<file path="config.mk">
export PLATFORM = sky130hd
export DESIGN_NAME = tird_geom
export DESIGN_NICKNAME = d
export VERILOG_FILES = /design/src/hw/rtl/assert_macros.svh /design/src/hw/rtl/tird_pkg.sv /design/src/hw/rtl/tird_geom.sv
export SDC_FILE = /design/constraint.sdc
export NUM_CORES = 1
export LEC_CHECK = 0
export ABC_CLOCK_PERIOD_IN_PS = 9440
export BUFFER_PORTS_ARGS = -buffer_cell sky130_fd_sc_hd__buf_4
export CAP_MARGIN = 20
export CORE_AREA = 2 2 84 86
export DETAILED_ROUTE_END_ITERATION = 10
export DIE_AREA = 0 0 86 88
export GPL_ROUTABILITY_DRIVEN = 0
export PLACE_DENSITY = 0.76
export SETUP_SLACK_MARGIN = 0.05
export SLEW_MARGIN = 0
export SYNTH_ARGS = -nofsm -noshare
export SYNTH_HDL_FRONTEND = slang
export SYNTH_SLANG_ARGS = --single-unit
</file>
<file path="constraint.sdc">
create_clock -name vclk -period 9.44
set_input_delay 0.472 -clock vclk [all_inputs]
set_output_delay 0.472 -clock vclk [all_outputs]
set_load 0.05 [all_outputs]
</file>
<file path="src/hw/rtl/assert_macros.svh">
// Assertion helpers shared by the RTL. Each expects clk in scope; TIRD_ASSERT also expects rst_n.
`ifndef ASSERT_MACROS_SVH
`define ASSERT_MACROS_SVH

// Check a property on every clock edge outside of reset.
`define TIRD_ASSERT(lbl, prop, msg) \
  lbl: assert property (@(posedge clk) disable iff (!rst_n) prop) else $error(msg);

// Check a property on every clock edge, reset included.
`define TIRD_ASSERT_ALWAYS(lbl, prop, msg) \
  lbl: assert property (@(posedge clk) prop) else $error(msg);

`endif

</file>
<file path="src/hw/rtl/tird_pkg.sv">
`default_nettype none
package tird_pkg;

  // Tile geometry
  localparam int TILE_SIZE  = 64;
  localparam int TILE_SHIFT = 6;
  localparam int TILE_CNT_W = 11;  // tile count per axis, up to 1024
  localparam int EXT_W      = 7;   // tile extent, 1..64
  localparam int PLANE_W    = 13;  // plane size and position, up to 4096
  localparam int MAX_PLANES = 4;

  // Configuration register indexes
  localparam logic [1:0] CFG_LEVEL_WIDTH  = 2'd0;
  localparam logic [1:0] CFG_LEVEL_HEIGHT = 2'd1;
  localparam logic [1:0] CFG_BPP          = 2'd2;
  localparam logic [1:0] CFG_MODE         = 2'd3;

  // Opcodes with a 16-bit count
  localparam logic [7:0] OP_LONG_REPEAT  = 8'd127;
  localparam logic [7:0] OP_LONG_LITERAL = 8'd128;

  localparam logic MODE_RAW = 1'b0;

  typedef enum logic [4:0] {
    PH_OPCODE       = 5'b00001,
    PH_LONG_HI      = 5'b00010,
    PH_LONG_LO      = 5'b00100,
    PH_REPEAT_VALUE = 5'b01000,
    PH_LITERAL      = 5'b10000
  } phase_t;

  typedef struct packed {
    logic [7:0] in_byte;
  } in_item_t;

  typedef struct packed {
    logic [1:0]  plane_index;
    logic [9:0]  tile_row;
    logic [9:0]  tile_column;
    logic [11:0] start_offset;
    logic [12:0] run_length;
    logic [7:0]  value;
    logic        plane_done;
    logic        tile_done;
  } out_item_t;

  typedef struct packed {
    logic [1:0]  reg_index;
    logic [15:0] wdata;
  } cfg_item_t;

  // Geometry of the current plane, as seen by the decoder
  typedef struct packed {
    logic [PLANE_W-1:0] avail;  // elements left in the plane (at least one)
    logic               last_col;
    logic               last_row;
    logic               last_plane;
  } geom_t;

endpackage
`default_nettype wire

</file>
<file path="src/hw/rtl/tird_geom.sv">
`default_nettype none
module tird_geom import tird_pkg::*; (
  input  wire logic [15:0]        img_width,
  input  wire logic [15:0]        img_height,
  input  wire logic [2:0]         bytes_per_pixel,
  input  wire logic [9:0]         tile_col,
  input  wire logic [9:0]         tile_row,
  input  wire logic [1:0]         plane,
  input  wire logic [PLANE_W-1:0] position,
  output geom_t                   geom
);

  logic [15:0]           w_eff, h_eff;
  logic [16:0]           w_sum, h_sum;
  logic [TILE_CNT_W-1:0] n_cols, n_rows;
  logic [TILE_CNT_W-1:0] col_inc, row_inc;
  logic [EXT_W-1:0]      ext_w, ext_h;
  logic [2*EXT_W-1:0]    size_full;
  logic [PLANE_W-1:0]    plane_size;
  logic [2:0]            n_planes;

  // Tile counts; a zero dimension counts as one pixel
  assign w_eff  = (img_width == 16'd0) ? 16'd1 : img_width;
  assign h_eff  = (img_height == 16'd0) ? 16'd1 : img_height;
  assign w_sum  = {1'b0, w_eff} + 17'(TILE_SIZE - 1);
  assign h_sum  = {1'b0, h_eff} + 17'(TILE_SIZE - 1);
  assign n_cols = w_sum[16:TILE_SHIFT];
  assign n_rows = h_sum[16:TILE_SHIFT];

  assign col_inc = {1'b0, tile_col} + TILE_CNT_W'(1);
  assign row_inc = {1'b0, tile_row} + TILE_CNT_W'(1);
  assign geom.last_col = (col_inc >= n_cols);
  assign geom.last_row = (row_inc >= n_rows);

  // Edge tiles take the remainder of the dimension
  always_comb begin
    ext_w = EXT_W'(TILE_SIZE);
    ext_h = EXT_W'(TILE_SIZE);
    if (geom.last_col && (w_eff[TILE_SHIFT-1:0] != '0)) begin
      ext_w = {1'b0, w_eff[TILE_SHIFT-1:0]};
    end
    if (geom.last_row && (h_eff[TILE_SHIFT-1:0] != '0)) begin
      ext_h = {1'b0, h_eff[TILE_SHIFT-1:0]};
    end
  end

  assign size_full  = ext_w * ext_h;
  assign plane_size = size_full[PLANE_W-1:0];

  // A position past the plane end still lets one element through
  assign geom.avail = (position < plane_size) ? (plane_size - position) : PLANE_W'(1);

  // Plane count clamped to 1..4
  always_comb begin
    n_planes = bytes_per_pixel;
    if (bytes_per_pixel == 3'd0) begin
      n_planes = 3'd1;
    end else if (bytes_per_pixel > 3'(MAX_PLANES)) begin
      n_planes = 3'(MAX_PLANES);
    end
  end

  assign geom.last_plane = (({1'b0, plane} + 3'd1) >= n_planes);

endmodule
`default_nettype wire

</file>
# == After elaboration in Yosys (flattened, before gate mapping) ==
# Index checks and enable logic that the tools add are counted.
# totals
register_bits,0
input_bits,70
out_inout_bits,16
elab_cells,26
# classes
addsub,6
multipliers,1
magnitude_cmp,5
muxes,7
reduce_logical,7
# op_table
cell,count
$add 16x6->17 const B,2
$logic_not 16->1,2
$mux 16,2
$add 10x1->11 const B,2
$ge 11x11->1,2
$mux 7,2
$lt 13x13->1,1
$mul 7x7->13,1
$mux 13,1
$sub 13x13->13,1
$reduce_bool 6->1,2
$mux 3,2
$add 2x1->3 const B,1
$ge 3x3->1,1
$gt 3x3->1 const B,1
$logic_not 3->1,1
$logic_and 1x1->1,2

# == Logic depth before layout (Yosys ltp) ==
# Gate-level depths: netlist of run 1.
# depth
ltp_word,9
mapped_depth,38
mapped_depth_nobuf,37

# == Worst setup path after synthesis of run 1 ==
# OpenSTA, ideal clock, no wires.
# synth_timing
kind,input -> output
start,input img_width[3]
end,output geom[5] in the netlist's numbering
arrival_ns,9.352
slack_ns,-0.384
path_stages,35
path_buffers,2
path_cell_list,or4_4 -> nor3_2 -> nand2_2 -> nand4_1 -> nor2_1 -> xnor2_1 -> ha_1 -> nand2_1 -> o21ai_0 -> a21oi_1 -> o21ai_1 -> and2_4 -> buf_6 -> and3_4 -> nand2_1 -> fa_1 -> fa_1 -> inv_1 -> fa_1 -> inv_1 -> fa_1 -> inv_1 -> ha_1 -> a21oi_1 -> o21ba_2 -> o2bb2ai_1 -> o21ai_0 -> xnor3_1 -> ha_1 -> nand4_1 -> or4_1 -> o2111ai_1 -> a21oi_1 -> buf_6 -> nor3b_1
# synth_lines
element,line_no,source
from (decl),tird_geom.sv:3,"input wire logic [15:0] img_width,"
to (decl),tird_geom.sv:10,output geom_t geom

==> flow_results.org, run 1 <==
** Pwr
- For this design the static power due to leakage is roughly 2.3 nW.
- Peak VDD IR :: slightly below 0.04 mV
- Dividing total power by cell area gives a power density of 95.8 nW/um^2.
- Total power for the finished layout comes to approximately 0.41 mW.

** Cells and area
- The library cell used most frequently in the layout, excluding fill and tap cells, is buf_4.
- Summing all multi-input logic gate instances after layout gives 3370 sq um.
- Register area :: 0 sq um
- The finished layout holds 621 standard cells, fillers aside.
- Leaving out fill and tap cells, the most frequent cells in the layout are buf_4, ha_1, nand2_1.
- Number of clock buffers in the layout :: 0
- The finished cells cover 4320 sq um.
- The repair_antennas step left the layout with diodes totalling 0.
- The area growth from synthesis to layout is 23.3%.
- Seq cells :: 0
- Number of nets in the final layout :: about 710
- Cells fill between 60 and 70% of the core in the end.
- Number of fillers in the final layout :: 561
- The post-route netlist has 22.2% of its cells at a drive strength greater than 1.

** Floorplan
- Overall die area :: 7570 sq um
- Starting utilization of the core area :: between 50% and 60%
- Die Height :: 88 microns
- Standard cell core area :: 6640 sq um
- Die width :: 86 microns
- In this run the core area contains 30 standard-cell rows.
- Pin placement for this block handled 86 I/O pins.

** Drt
- Vias post-DR :: 3,422
- Number of remaining DRC errors :: 0
- The first routing iteration left 120 violations.
- Number of routed nets with antenna violations :: 0
- Wire length per cell after detailed routing :: between 10 and 15 microns
- In the routed layout, each cell is associated on average with a via count of between 5 and 6.
- Number of optimization iterations in the first detailed-route pass :: 4
- Summed over all layers, the routed wires come to 8.18 mm.

** Logic synthesis
- Number of warning messages in the yosys log :: 0
- In the synthesized netlist, the number of instances is 456.
- Post-synth design cell area :: roughly 3500 sq um
- Synthesized Nets :: 621
- Sequential cells were found to cover 0% of the synthesized design area.
- Number of library cell types mapped by synthesis :: 51
- Avg Synthesized Cell Area :: 7.69 sq um

** Timing
- Setup repair after global routing left no endpoint under its margin.
- Final setup margin :: ~0.32 ns
- Ratio of final minimum period to clock period :: 96.6%
- The number of hold violations in the final report came to 0.
- Minimum period implied by the final worst setup slack :: 9.12 ns
- In this run the tightest slew margin relative to its limit is 65.9%.
- The total count of max-transition violations in the final report is 0.
- Setup violations remaining at the end of the flow were counted as 0.
- At the pin with the least slew margin, the transition time is about 0.5 ns.
- Based on the critical path, the design can be clocked at up to 110 MHz.
- After routing, the total negative slack on setup checks comes to 0 ns.
- Worst hold slack after final layout :: roughly 1.4 ns

** Critical path
- In this run the worst path has a maximum fanout of 8.
- Required time of the worst setup path :: 8.97 ns
- The critical path crosses 36 cells after its start point.
- Crit end category :: output pin
- Among all stages on the critical path, the largest delay is contributed by fa_1.
- Broken down by cell family, the worst path's largest delay share belongs to adder cells.
- Worst path bufs/invs :: 7
- In this design, the stage delay of the slowest critical-path cell is 0.55 ns.
- Critical setup path kind :: in2out
- Arr. time, crit path :: 8.65 ns
- STA classifies the critical path startpoint as an input port.

** Placed design
- Cell area after placement :: between 4000 and 5000 sq um
- Input and output buffers added on the ports amount to between 80 and 90.
- At the placement stage, the worst setup path has a slack of 0.144 ns.
- Detailed placement finished with a half-perimeter wire length of 7.02 mm.
- # placed instances :: 616

** Min path
- Cell depth of the worst hold path :: 4
- Class of the most critical hold timing path :: in2out
- Endpoint, Worst Hold :: geom[4]
- The startpoint identified for the worst hold timing path is position[1].

** Status
- Outcome :: finished clean

** Global routing
- Pin count of the biggest net entering global routing :: 21
- The number of antenna violations at the first check in global routing is 0.
- Global routing used 20.7% of the available tracks across all layers.
- The number of global-route vias before repair came to around 3,200.
- After global routing the overflow that remains totals 0.
- Wire length of the first global-routing pass :: 13.4 mm

** Run
- Max-cap violations :: 0

** Clock network
- After clock tree synthesis, the flow added hold-fix buffers numbering 0.
-- synthesized netlist by cell type (2+ instances only) --
library cell,count,share of area (%)
ha_1,71,25
nor3_1,3,0.43
buf_6,3,0.96
nor2b_1,10,1.8
o21ai_0,10,1.4
or3_1,2,0.36
fa_1,24,14
nand2b_1,4,0.71
xor2_1,21,5.2
buf_1,2,0.21
and3_4,5,1.6
nand3_1,25,3.6
clkbuf_1,2,0.21
nor4_1,6,1.1
nand2_1,48,5.1
xnor2_1,30,7.5
nor2_1,27,2.9
o21ai_1,4,0.57
and2_1,21,3.7
and3_1,15,2.7
o41ai_1,2,0.50
a31o_2,2,0.50
a21oi_1,27,3.9
nand4_1,5,0.89
nor3b_1,2,0.43
and2_0,2,0.36
o21bai_1,2,0.43
inv_1,44,4.7
o21a_1,4,0.86
a21o_1,11,2.4
and2_4,2,0.50
-- worst max-delay path by stage --
| stage | slack [ns] | start | to |
|---|---|---|---|
| 3_3_place_gp | 0.27 | img_width[10] | geom[5] |
| 5_1_grt | 0.01 | img_width[3] | geom[15] |
| 6_report | 0.32 | img_width[3] | geom[15] |
| 2_1_floorplan | 0.05 | img_width[3] | geom[4] |
| 4_1_cts | 0.11 | img_width[10] | geom[5] |
| 3_5_place_dp | 0.14 | img_width[10] | geom[5] |
-- layer usage --
| layer | global-route usage (%) | share of wire (%) |
|---|---|---|
| met3 | 0.943 | 4.5 |
| met1 | 28.2 | 46 |
| met2 | 37.1 | 48 |
| met5 | 0 | 0 |
| met4 | 2.74 | 1.2 |
-- power by group --
| part | switching [mW] | total, mW | leakage [nW] | internal (mW) |
|---|---|---|---|---|
| clock | 0 | 0 | 0 | 0 |
| sequential | 0 | 0 | 0 | 0 |
| combinational | 0.242 | 0.414 | 2.27 | 0.172 |
| total | 0.242 | 0.414 | 2.27 | 0.172 |
-- logic make-up after synthesis --
group	after synthesis	share of synthesized area, %
XOR/XNOR	52	13.4
AND/OR/NAND/NOR	186	28.5
buffers and inverters	52	6.25
AO/OA/AOI/OAI	71	12.8
adder cells (fa/ha/maj)	95	39.0
-- area by class of cell --
type / count / share of cell area, %
Inverter: 44 / 3.82
Timing Repair Buffer: 91 / 15.8
Tap cell: 80 / 2.32
Multi-Input combinational cell: 406 / 78.1
-- worst min-delay path, delay by kind of cell --
kind / cells / cell delay (ns)
and+or+nand+nor: 1 / 0.04
buffers and inverters: 2 / 0.27
adders and majority gates: 1 / 0.15
-- repair_timing --
| item | in CTS | in global routing |
|---|---|---|
| setup endpoints to repair | 0 | 13 |
| buffers inserted | 0 | 3 |
| gates resized for setup | 0 | 15 |
Power figures use the tool's default switching activity.
==> run 2, diff against run 1 <==
--- a/config.mk
+++ b/config.mk
@@ -7,12 +7,11 @@
 export LEC_CHECK = 0
 export ABC_CLOCK_PERIOD_IN_PS = 9440
 export BUFFER_PORTS_ARGS = -buffer_cell sky130_fd_sc_hd__buf_4
-export CAP_MARGIN = 20
 export CORE_AREA = 2 2 84 86
 export DETAILED_ROUTE_END_ITERATION = 10
 export DIE_AREA = 0 0 86 88
 export GPL_ROUTABILITY_DRIVEN = 0
-export PLACE_DENSITY = 0.76
+export PLACE_DENSITY = 0.79
 export SETUP_SLACK_MARGIN = 0.05
 export SLEW_MARGIN = 0
 export SYNTH_ARGS = -nofsm -noshare
==> run 2 against run 1 <==
Compared with the run above:
- sequential share of layout area unchanged
- final cell count up 0.32%
- via count down 0.61%
- largest power group unchanged
- clock-buffer cell count unchanged
- highest routed layer unchanged
- first-iteration DRC count up 3.3%
- die area unchanged
==> flow_results.org, run 2 (same netlist as run 1, synthesis figures left out) <==
** Status
- The run finished with clean final reports.

** Cells and area
- Number of nets in the final layout :: 710
- Cell Count, Final, Fillers Out :: ~620
- Proportion of layout cells with a drive suffix above 1 :: ~22%
- Most common library cell in the layout ignoring fill and taps :: buf_4
- Seq cells :: 0
- Post-route cell area :: 4330 sq um
- Commonest non-fill, non-tap cells in the layout :: buf_4, ha_1, nand2_1
- Relative to the synthesized area, the layout overhead comes to 23.5%.
- Summing all flip-flop and latch instances after layout gives 0 sq um.
- Diode count :: 0
- Number of clock buffers in the layout :: 0

** Run
- Across the run, the number of max-cap violations was 0.

** Global routing
- Pin count of the biggest net entering global routing :: 21
- For this run, global-route usage on met2 was measured as 40.7%.
- In this run the most used layer during global routing was met2.
- Global-route met3 utilization :: 1.13%
- In the global route stage, met1 resource usage came out at 28.1%.
- Wire length of the first global-routing pass :: about 14 mm
- Global routing consumed, over all layers together, 21.7% of the routing resources.
- For this run the aggregate overflow at the end of global routing stands at 0.
- The number of antenna violations at the first check in global routing was 0.
- Vias in the first global route :: 3,287

** Timing
- After routing, the total negative slack on setup checks comes to 0 ns.
- Unrepaired setup endpoints after global routing :: false
- Setup violations remaining at the end of the flow were counted as 0.
- Final-report max-slew violation count :: 0
- The worst path uses 95.3% of the clock period.
- The number of hold violations in the final report is 0.
- Minimum period implied by the final worst setup slack :: between 8 and 9 ns
- Worst hold slack after final layout :: 1.41 ns
- In this run the tightest slew margin relative to its limit is 67.1%.
- Timing would allow up to 111 MHz.
- For the pin with the worst max-slew slack, the measured transition is around 0.49 ns.

** Pwr
- In this run the power density over the cells is roughly 95 nW/um^2.
- After layout, the design draws a total of slightly above 0.4 mW.
- Summed over all cells, the static leakage comes to approximately 2.3 nW.
- Peak VDD IR :: between 0.04 and 0.05 mV

** Critical path
- Data on the critical path is required at its endpoint by 8.97 ns.
- The critical path is of the in2out type.
- CP startpoint kind :: input port
- Slowest cell on crit path :: or4_4
- At the worst endpoint, the arrival time is 8.53 ns.
- Critical path peak fanout :: 8
- Origin of the worst setup path :: img_width[3]
- For this run, the slowest stage of the critical path takes 0.55 ns.
- In this design, the critical path's most frequently occurring cell is fa_1.
- Crit end category :: output pin

** Floorplan
- Die Height :: roughly 90 microns
- The floorplan step set the die width to ~86 microns.
- The initial utilization of the core area, before any placement, comes to 52.8%.
- The total area inside the core boundary comes to 6640 sq um.
- Row count :: 30
- Number of I/O pins :: 86
- The die covers ~7600 sq um.

** Drt
- Vias post-DR :: about 3,400
- The final layout contains routed wiring with a total length of 8.28 mm.
- Wire length per cell after detailed routing :: 13.3 microns
- Number of remaining DRC errors :: 0
- Dividing the detail-routed via count by the number of cells gives around 5.5.
- The detailed router finished its first iteration with approximately 120 violations.
- Number of routed nets with antenna violations :: 0
- The pre-antenna-repair detailed-routing pass consisted of 5 iterations.

** Placed design
- Buffers on Ports :: 86
- HPWL reported at the end of detailed placement :: 7.28 mm
- # placed instances :: 617
- Once placement finished, the instance area stood at roughly 4200 sq um.

** Min path
- Origin of the worst min-delay path :: position[0]
- Class of the most critical hold timing path :: in2out
[run 2: power breakdown]
part	total, mW	internal (mW)	switching (mW)
clock network	0	0	0
registers	0	0	0
logic	0.413	0.173	0.240
total	0.413	0.173	0.240
[run 2: cell type report]
type | count | area (sq um)
tap | 80 | 100
inverter | 44 | 165
timing repair buffer | 94 | 706
fill | 557 | 2310
multi-input combinational | 405 | 3360
[run 2: worst paths after layout]
check                 endpoint  cells after the start  slack, ns
worst max-delay path  geom[15]                     36       0.44
worst min-delay path   geom[3]                      4       1.41
[run 2: timing repair]
item                                    CTS  global route
setup buffers                             0             5
hold buffers                              0             0
gates resized for setup                   0            13
endpoints found under the setup margin    0            13
[run 2: metal layers]
metal / part of all wire [%] / up-vias
li1: - / 1753
met1: 43 / 1538
met2: 51 / 104
met3: 5.4 / 6
met4: 0.72 / 0
met5: 0 / -
[run 2: critical path, delay by kind of cell]
kind / cells / cell delay [ns]
adders and majority gates: 7 / 3.00
and+or+nand+nor: 10 / 2.07
AOI/OAI and AO/OA: 11 / 1.80
buffers and inverters: 6 / 0.62
xor gates and xnor gates: 2 / 0.54
[run 2: metrics by stage]
step / setup WS, ns / utilization, %
after global placement: 0.292 / 63.6
after CTS: 0.0732 / 63.6
after floorplan: 0.0545 / -
after detailed placement: 0.0724 / 63.6
final: 0.441 / 65.2
after global routing: 0.00756 / 65.2
